**src/prt_pkg.sv**
```systemverilog
// Package with the shared constants and types of the pending request retry tracker.
`default_nettype none
package prt_pkg;
  localparam int TableDepth = 16;
  localparam int SlotW = (TableDepth > 1) ? $clog2(TableDepth) : 1;
  localparam int CntW = $clog2(TableDepth + 1);

  localparam logic [2:0] KIND_REGISTER = 3'd0;
  localparam logic [2:0] KIND_SUCCESS  = 3'd1;
  localparam logic [2:0] KIND_FAILURE  = 3'd2;
  localparam logic [2:0] KIND_ERROR    = 3'd3;
  localparam logic [2:0] KIND_TICK     = 3'd4;
  localparam logic [2:0] KIND_CANCEL   = 3'd5;
  localparam logic [2:0] KIND_CLEAR    = 3'd6;

  localparam logic [3:0] EV_REGISTERED = 4'd0;
  localparam logic [3:0] EV_INVALID    = 4'd1;
  localparam logic [3:0] EV_FULL       = 4'd2;
  localparam logic [3:0] EV_SUCCESS    = 4'd3;
  localparam logic [3:0] EV_FAILURE    = 4'd4;
  localparam logic [3:0] EV_ERROR      = 4'd5;
  localparam logic [3:0] EV_UNMATCHED  = 4'd6;
  localparam logic [3:0] EV_TIMEOUT    = 4'd7;
  localparam logic [3:0] EV_RETRANSMIT = 4'd8;
  localparam logic [3:0] EV_CANCELLED  = 4'd9;
  localparam logic [3:0] EV_NOT_FOUND  = 4'd10;
  localparam logic [3:0] EV_DONE       = 4'd11;

  localparam logic [0:0] REG_INTERVAL = 1'd0;
  localparam logic [0:0] REG_LIMIT    = 1'd1;

  // One result word.
  typedef struct packed {
    logic [3:0]  res;
    logic [31:0] id;
    logic [3:0]  retries;
    logic        last;
  } event_t;

  // One table entry as held in the memory.
  typedef struct packed {
    logic        retx_off;
    logic [3:0]  retries;
    logic [31:0] sent_time;
  } entry_t;
endpackage
`default_nettype wire

```
**src/pending_request_retry_tracker.sv**
```systemverilog
// Top level of the pending request retry tracker.
// The input channel takes one word per request event: register, reply,
// cancel, clear or tick. The result channel returns event words; the last
// word caused by an input word carries out_last_of_run.
// Register, clear, unmatched replies and unmatched cancels give their result in
// the cycle after acceptance. Matched replies and cancels read the entry memory
// first. A tick walks all TableDepth slots (memory read, then evaluate and write
// back for each slot), then gives a done word. Kind 7 gives no result.
// A new word is accepted only once the previous one has finished and the
// output register is free; a stalled receiver holds the walk in place.
// Reset empties the table at once and loads the default interval and
// limit. The cfg_ port is APB-style and always ready; the user is to write
// it only while the block is idle, which the block itself does not enforce.
`default_nettype none
module pending_request_retry_tracker
  import prt_pkg::*;
(
  input  wire logic        clk,
  input  wire logic        rst_n,
  input  wire logic        in_valid,
  output logic             in_ready,
  input  wire logic [2:0]  in_kind,
  input  wire logic [31:0] in_request_id,
  input  wire logic        in_skip_retransmit,
  input  wire logic [31:0] in_now_time,
  output logic             out_valid,
  input  wire logic        out_ready,
  output logic      [3:0]  out_event_res,
  output logic      [31:0] out_event_id,
  output logic      [3:0]  out_event_retries,
  output logic             out_last_of_run,
  input  wire logic        cfg_psel,
  input  wire logic        cfg_penable,
  input  wire logic        cfg_pwrite,
  input  wire logic [2:0]  cfg_paddr,
  input  wire logic [31:0] cfg_pwdata,
  output logic      [31:0] cfg_prdata,
  output logic             cfg_pready
);
  logic [31:0] interval;
  logic [3:0]  limit;
  event_t      ev;

  prt_cfg u_cfg (
    .clk, .rst_n, .psel(cfg_psel), .penable(cfg_penable), .pwrite(cfg_pwrite),
    .paddr(cfg_paddr), .pwdata(cfg_pwdata), .prdata(cfg_prdata),
    .pready(cfg_pready), .interval, .limit
  );

  prt_engine u_engine (
    .clk, .rst_n, .in_valid, .in_ready, .in_kind, .in_request_id,
    .in_skip_retransmit, .in_now_time, .interval, .limit,
    .ev, .ev_valid(out_valid), .ev_ready(out_ready)
  );

  assign out_event_res     = ev.res;
  assign out_event_id      = ev.id;
  assign out_event_retries = ev.retries;
  assign out_last_of_run   = ev.last;
endmodule
`default_nettype wire

```
**src/prt_cfg.sv**
```systemverilog
// APB-style configuration registers of the tracker.
`default_nettype none
module prt_cfg
  import prt_pkg::*;
(
  input  wire logic        clk,
  input  wire logic        rst_n,
  input  wire logic        psel,
  input  wire logic        penable,
  input  wire logic        pwrite,
  input  wire logic [2:0]  paddr,
  input  wire logic [31:0] pwdata,
  output logic      [31:0] prdata,
  output logic             pready,
  output logic      [31:0] interval,
  output logic      [3:0]  limit
);
  logic [31:0] interval_r;
  logic [3:0]  limit_r;
  logic        wr;
  logic [0:0]  idx;

  assign pready = 1'b1;
  assign wr = psel && penable && pwrite;
  assign idx = paddr[2];

  // Register writes.
  always_ff @(posedge clk) begin
    if (!rst_n) begin
      interval_r <= 32'd10000;
      limit_r    <= 4'd5;
    end else if (wr && paddr[1:0] == 2'b00) begin
      unique case (idx)
        REG_INTERVAL: interval_r <= pwdata;
        REG_LIMIT:    limit_r    <= pwdata[3:0];
        default: ;
      endcase
    end
  end

  // Read data.
  always_comb begin
    prdata = 32'd0;
    if (paddr[1:0] == 2'b00) begin
      unique case (idx)
        REG_INTERVAL: prdata = interval_r;
        REG_LIMIT:    prdata = {28'd0, limit_r};
        default: ;
      endcase
    end
  end

  assign interval = interval_r;
  assign limit    = limit_r;
endmodule
`default_nettype wire

```
**src/prt_engine.sv**
```systemverilog
// Sequencer with the id match table and the entry memory of the tracker.
`default_nettype none
module prt_engine
  import prt_pkg::*;
(
  input  wire logic        clk,
  input  wire logic        rst_n,
  input  wire logic        in_valid,
  output logic             in_ready,
  input  wire logic [2:0]  in_kind,
  input  wire logic [31:0] in_request_id,
  input  wire logic        in_skip_retransmit,
  input  wire logic [31:0] in_now_time,
  input  wire logic [31:0] interval,
  input  wire logic [3:0]  limit,
  output event_t           ev,
  output logic             ev_valid,
  input  wire logic        ev_ready
);
  localparam logic [1:0] ST_IDLE = 2'd0;
  localparam logic [1:0] ST_READ = 2'd1;
  localparam logic [1:0] ST_WALK = 2'd2;
  localparam logic [1:0] ST_EMIT = 2'd3;

  logic [1:0]       state_r, state_nxt;
  logic [TableDepth-1:0] valid_r;
  logic [31:0]      ids_r [TableDepth];
  entry_t           mem [TableDepth];
  entry_t           rd_r;
  logic [2:0]       kind_r;
  logic [31:0]      now_r;
  logic [SlotW-1:0] slot_r;
  logic [CntW-1:0]  walk_r;
  event_t           ev_r;
  logic             ev_valid_r;
  logic             wr_en;
  logic [SlotW-1:0] wr_addr;
  entry_t           wr_data;
  logic [SlotW-1:0] rd_addr;
  logic             hit, has_free;
  logic [SlotW-1:0] hit_idx, free_idx;
  logic             accept, out_free;
  logic             due;
  logic [31:0]      age;

  assign out_free = !ev_valid_r || ev_ready;
  assign in_ready = (state_r == ST_IDLE) && out_free;
  assign accept   = in_valid && in_ready;

  // Id match and free slot search over the register table.
  always_comb begin
    hit = 1'b0; hit_idx = '0; has_free = 1'b0; free_idx = '0;
    for (int i = TableDepth - 1; i >= 0; i--) begin
      if (valid_r[i] && ids_r[i] == in_request_id) begin
        hit = 1'b1; hit_idx = SlotW'(i);
      end
      if (!valid_r[i]) begin
        has_free = 1'b1; free_idx = SlotW'(i);
      end
    end
    if (in_request_id == 32'd0) hit = 1'b0;
  end

  assign age = now_r - rd_r.sent_time;
  assign due = age > interval;
  // A tick starts its walk at slot zero, a lookup reads the matching slot.
  assign rd_addr = !accept ? slot_r : (in_kind == KIND_TICK) ? '0 : hit_idx;

  // Entry memory with one read and one write port.
  always_ff @(posedge clk) begin
    if (wr_en) mem[wr_addr] <= wr_data;
    rd_r <= mem[rd_addr];
  end

  always_comb begin
    wr_en = 1'b0; wr_addr = slot_r; wr_data = rd_r;
    if (accept && in_kind == KIND_REGISTER && in_request_id != 32'd0 && !hit && has_free) begin
      wr_en = 1'b1; wr_addr = free_idx;
      wr_data = '{retx_off: in_skip_retransmit, retries: 4'd0, sent_time: in_now_time};
    end else if (state_r == ST_WALK && out_free && walk_r != CntW'(TableDepth) &&
                 valid_r[slot_r] && due && !(rd_r.retries > limit)) begin
      wr_en = 1'b1;
      wr_data.sent_time = now_r;
      if (rd_r.retries != 4'hF) wr_data.retries = rd_r.retries + 4'd1;
    end
  end

  always_comb begin
    state_nxt = state_r;
    unique case (state_r)
      ST_IDLE: if (accept) begin
        case (in_kind)
          KIND_SUCCESS, KIND_FAILURE, KIND_ERROR, KIND_CANCEL:
            state_nxt = hit ? ST_READ : ST_IDLE;
          KIND_TICK: state_nxt = ST_WALK;
          default: state_nxt = ST_IDLE;
        endcase
      end
      ST_READ: if (out_free) state_nxt = ST_IDLE;
      ST_WALK: if (out_free) state_nxt = (walk_r == CntW'(TableDepth)) ? ST_IDLE : ST_EMIT;
      ST_EMIT: state_nxt = ST_WALK;
      default: state_nxt = ST_IDLE;
    endcase
  end

  // Control, table and output register.
  always_ff @(posedge clk) begin
    if (!rst_n) begin
      state_r <= ST_IDLE; valid_r <= '0; ev_valid_r <= 1'b0;
      walk_r <= '0; slot_r <= '0;
    end else begin
      state_r <= state_nxt;
      if (ev_valid_r && ev_ready) ev_valid_r <= 1'b0;
      unique case (state_r)
        ST_IDLE: if (accept) begin
          kind_r <= in_kind; now_r <= in_now_time; slot_r <= hit_idx;
          ev_r <= '{res: EV_DONE, id: in_request_id, retries: 4'd0, last: 1'b1};
          case (in_kind)
            KIND_REGISTER: begin
              ev_valid_r <= 1'b1;
              if (in_request_id == 32'd0 || hit) ev_r.res <= EV_INVALID;
              else if (!has_free) ev_r.res <= EV_FULL;
              else begin
                ev_r.res <= EV_REGISTERED;
                valid_r[free_idx] <= 1'b1;
                ids_r[free_idx] <= in_request_id;
              end
            end
            KIND_SUCCESS, KIND_FAILURE, KIND_ERROR: if (!hit) begin
              ev_valid_r <= 1'b1; ev_r.res <= EV_UNMATCHED;
            end
            KIND_CANCEL: if (!hit) begin
              ev_valid_r <= 1'b1; ev_r.res <= EV_NOT_FOUND;
            end
            KIND_CLEAR: begin
              ev_valid_r <= 1'b1; valid_r <= '0; ev_r.id <= 32'd0;
            end
            KIND_TICK: begin
              slot_r <= '0; walk_r <= '0;
            end
            default: ;
          endcase
        end
        ST_READ: if (out_free) begin
          ev_valid_r <= 1'b1;
          valid_r[slot_r] <= 1'b0;
          ev_r.retries <= rd_r.retries;
          ev_r.res <= (kind_r == KIND_CANCEL) ? EV_CANCELLED : EV_SUCCESS + {1'b0, kind_r} - 4'd1;
        end
        ST_WALK: if (out_free) begin
          // One slot per visit; the next slot is read from the memory in the following cycle.
          if (walk_r != CntW'(TableDepth)) begin
            walk_r <= walk_r + CntW'(1);
            if (walk_r + CntW'(1) != CntW'(TableDepth)) slot_r <= slot_r + SlotW'(1);
          end
          ev_r.id <= ids_r[slot_r]; ev_r.retries <= rd_r.retries; ev_r.last <= 1'b0;
          if (walk_r == CntW'(TableDepth)) begin
            ev_valid_r <= 1'b1;
            ev_r <= '{res: EV_DONE, id: 32'd0, retries: 4'd0, last: 1'b1};
          end else if (valid_r[slot_r] && due) begin
            if (rd_r.retries > limit) begin
              ev_valid_r <= 1'b1; ev_r.res <= EV_TIMEOUT; valid_r[slot_r] <= 1'b0;
            end else if (!rd_r.retx_off) begin
              ev_valid_r <= 1'b1; ev_r.res <= EV_RETRANSMIT;
            end
          end
        end
        default: ;
      endcase
    end
  end

  assign ev = ev_r;
  assign ev_valid = ev_valid_r;

  a_ready_idle: assert property (@(posedge clk) disable iff (!rst_n)
    in_ready |-> state_r == ST_IDLE) else $error("ready outside idle");
  a_walk_bound: assert property (@(posedge clk) disable iff (!rst_n)
    walk_r <= CntW'(TableDepth)) else $error("walk counter overrun");
  a_done_last: assert property (@(posedge clk) disable iff (!rst_n)
    ev_valid_r && ev_r.res == EV_DONE |-> ev_r.last) else $error("done not last");
endmodule
`default_nettype wire

```
**config.mk**
```make
export PLATFORM = sky130hd
export DESIGN_NAME = pending_request_retry_tracker
export DESIGN_NICKNAME = d
export VERILOG_FILES = /design/src/prt_pkg.sv /design/src/pending_request_retry_tracker.sv /design/src/prt_cfg.sv /design/src/prt_engine.sv
export SDC_FILE = /design/constraint.sdc
export NUM_CORES = 2
export LEC_CHECK = 0
export ABC_AREA = 1
export BUFFER_PORTS_ARGS = -buffer_cell sky130_fd_sc_hd__buf_4
export CORE_MARGIN = 3
export CORE_UTILIZATION = 55
export CTS_CLUSTER_DIAMETER = 100
export DETAILED_ROUTE_END_ITERATION = 6
export HOLD_SLACK_MARGIN = 0.05
export PLACE_DENSITY = 0.72
export SETUP_SLACK_MARGIN = 0.1
export SYNTH_ARGS = -nofsm -noshare
export SYNTH_HDL_FRONTEND = slang
export SYNTH_SLANG_ARGS = --single-unit
```
**constraint.sdc**
```tcl
create_clock -name clk -period 15.93 [get_ports clk]
set_input_delay 3.186 -clock clk [delete_from_list [all_inputs] [get_ports clk]]
set_output_delay 3.186 -clock clk [all_outputs]
set_load 0.05 [all_outputs]
```
==> impl_metrics.csv <==
group,metric,value,unit
status,status,"finished with violations",
status,violations,"design-rule violations",
drt,viasPerCell,6.489,
layout,drive_gt1_share,8.946,%
yosys,yosysTopAreaCellShare,57.03,%
clock_tree,htreeDepth,4,
timing,setup_tns,0,ps
worst_setup_path,reg2regPathDepth,28,
clock_tree,clk_latency,800,ps
yosys,yosysMostFrequentCell,"nand2_1",
timing,clock.fmax,110.1,MHz
timing,slew_viol_final,0,
timing,min_period,9079,ps
global_routing,track_usage,40.90,%
drt,antenna_left,0,
worst_setup_path,r2r_setup_slack,6850,ps
drt,wl,243.8,mm
worst_setup_path,critical_path.max_fanout,23,
yosys,synth_edf_count,1180,
yosys,synth.cell_area,62130,um2
drt,wl_per_cell,30.87,um
worst_setup_path,worst_ep_arrival_time,9500,ps
yosys,syn_avg_cell_area,9.929,um2
place,dp.cells,7635,
timing,rsz0062_at_grt,"no",
place,gp_congestion,1.050,
yosys,synth.ff_latch_count,1285,
floorplan,core_area,111400,um2
yosys,async_flop_share,0,%
yosys,ys_seq_area_share,60.41,%
clock_tree,clkTransAtPathRegs,60,ps
floorplan,ios,186,
place,hpwl,163.2,mm
worst_hold_path,min_path_type,"reg2reg",
worst_hold_path,min_to,"u_cfg.interval[2]",
timing,skew,36.25,ps
drt,drc_errors,12,
worst_setup_path,rr_startpoint,"u_engine.rd_r[0]",
yosys,synth_area_leaders,"edfxtp_1 (57%), nand2_1 (9.4%), nand3_1 (4.9%)",
worst_setup_path,path_class,"reg2reg",
clock_tree,cts-resized-gates,0,
drt,firstDrtPassIters,7,
layout,nets,6480,
yosys,synthCells,6258,
timing,period_share,56.99,%
clock_tree,clock_sinks,1285,
yosys,synth_ff_type,"edfxtp_1",
clock_tree,clock_path_buffers,3,
yosys,yosys.area.top_type,"edfxtp_1",
layout,final_cells,7896,
layout,area_delta_synth_final,11.67,%
power,vdd_ir_drop_max,0.1093,mV
clock_tree,hold_buffers,0,
clock_tree,cts_tree,"built",
worst_setup_path,startpoint_type,"flop",
global_routing,grt_max_degree,210,
drt,drt-initial-drc-count,8061,
drt,routed-via-count,51240,
worst_hold_path,hold_depth,2,
floorplan,die_h,342.1,um
floorplan,row_count,122,
worst_setup_path,cpPeakStageDelay,720,ps
clock_tree,numCtsBuffers,139,
place,port_buffers,184,
power,power.density,128.2,nW/um2
power,power_leakage,0.02582,uW
floorplan,die_w,342.1,um
timing,slew_headroom,18.02,%
clock_tree,root_buffer,"clkbuf_16",
worst_setup_path,crit_slowest_cell,"o21ai_0",
global_routing,antenna_found_initial,7,
global_routing,grt_pass1_wl,342.9,mm
global_routing,first_global_vias,46870,
layout,stdcell_area,69380,um2
timing,tightest_slew,1230,ps
floorplan,die_area,117000,um2
worst_hold_path,hp-start,"u_cfg.interval[2]",
layout,final_util,62.27,%
worst_setup_path,crit_path_end_kind,"flop",
place,place_area,64620,um2
yosys,synth_nets,6449,
timing,hold_viol_final,0,
yosys,synth.distinct_cells,63,
power,fin_total_pwr,8893,uW
clock_tree,post_cts_buffers,0,
timing,finalSetupViolCount,0,
floorplan,initial_core_util,55.76,%
worst_setup_path,r2r_end,"u_engine.mem[12][6]",
yosys,ys_warn_count,0,
global_routing,grt_overflow,0,
flow_run,maxCapViolations,0,
yosys,synth.top_cells.by_count,"nand2_1 (1561), edfxtp_1 (1180), nand3_1 (608)",
worst_setup_path,critPathRequiredTime,16350,ps
worst_setup_path,cp_common_cell,"nand2_1",
==> critical path: cells and delay by family (launching register included) <==
kind	cells	cell delay [ps]
AO/OA/AOI/OAI	12	3380
XOR/XNOR	1	160
adder cells (fa/ha/maj)	3	740
buffers and inverters	2	670
flip-flops	1	360
AND/OR/NAND/NOR	10	3330
==> layout by cell type, fill, tap and decap left out, types with 25 or more instances in the layout <==
cell type and count:
a21oi_1 367, a221oi_1 30, a32o_1 33, buf_4 267, clkbuf_1 34, clkbuf_16 140, clkinv_2 25, dfxtp_1 102
edfxtp_1 1180, ha_1 80, inv_1 420, inv_2 32, mux2i_1 66, nand2_1 1560, nand3_1 608, nand4_1 61
nor2_1 193, nor2_4 34, nor3_1 60, nor4_1 32, o211ai_1 35, o21ai_0 479, o22ai_1 165, xnor2_1 107
xor2_1 68
==> worst max path at each step <==
stage,from,end,cells past startpoint
final,u_engine.rd_r[0],u_engine.mem[12][6],28
after detailed placement,in_request_id[7],u_engine.mem[3][11],21
after CTS,in_request_id[7],u_engine.mem[3][29],21
after global routing,u_engine.now_r[0],u_engine.mem[15][21],29
after floorplan,cfg_paddr[1],cfg_prdata[11],4
after global placement,in_request_id[7],u_engine.mem[0][7],21
==> area by class of cell <==
| class | instances | area, um2 |
|---|---|---|
| Multi-Input combinational cell | 4130 | 21400 |
| Inverter | 461 | 1735 |
| Fill cell | 9152 | 42050 |
| Clock buffer | 177 | 3672 |
| Timing Repair Buffer | 272 | 2105 |
| Antenna cell | 3 | 7.507 |
| Tap cell | 1488 | 1862 |
| Clock inverter | 80 | 1061 |
| Sequential cell | 1285 | 37540 |
==> kinds of logic after synthesis <==
kind of cell / synth area share [%]
other: 0.006035
buffers and inverters: 5.669
xor gates and xnor gates: 2.467
AOI/OAI and AO/OA: 11.18
and+or+nand+nor: 17.56
adders and majority gates: 1.643
muxes: 1.063
DFF: 60.41
==> layer usage <==
layer / global-route usage [%] / share of wire, % / routed length [um]
met1: 54.68 / 37 / 89160
met2: 60.90 / 44 / 106900
met3: 10.47 / 13 / 30940
met4: 23.29 / 6.9 / 16700
met5: 0 / 0.012 / 29
==> state kept, by name (all words and copies together), names as in the netlist, named ones only <==
signal and cells:
u_engine.state_r 2, u_engine.kind_r 3, u_engine.now_r 32, u_engine.valid_r 16, u_engine.rd_r 37, u_cfg.limit 4
u_engine.ev 41, u_engine.ev_valid 1, u_cfg.interval 32, u_engine.mem 592, u_engine.slot_r 4, u_engine.walk_r 5
u_engine.ids_r 512
==> where the power goes <==
part / internal, uW / switching, uW
Combinational: 423 / 1170
Sequential: 3860 / 64.0
Clock: 1950 / 1420
Total: 6240 / 2650
==> through the flow <==
step	setup slack (ps)	hold WS, ps
after floorplan	7950	446.6
after global placement	6220	478.1
after detailed placement	6306	485.4
after CTS	7105	493.8
after global routing	6549	531.0
final	6851	497.1
No activity file was read; power rests on OpenSTA's default activity.
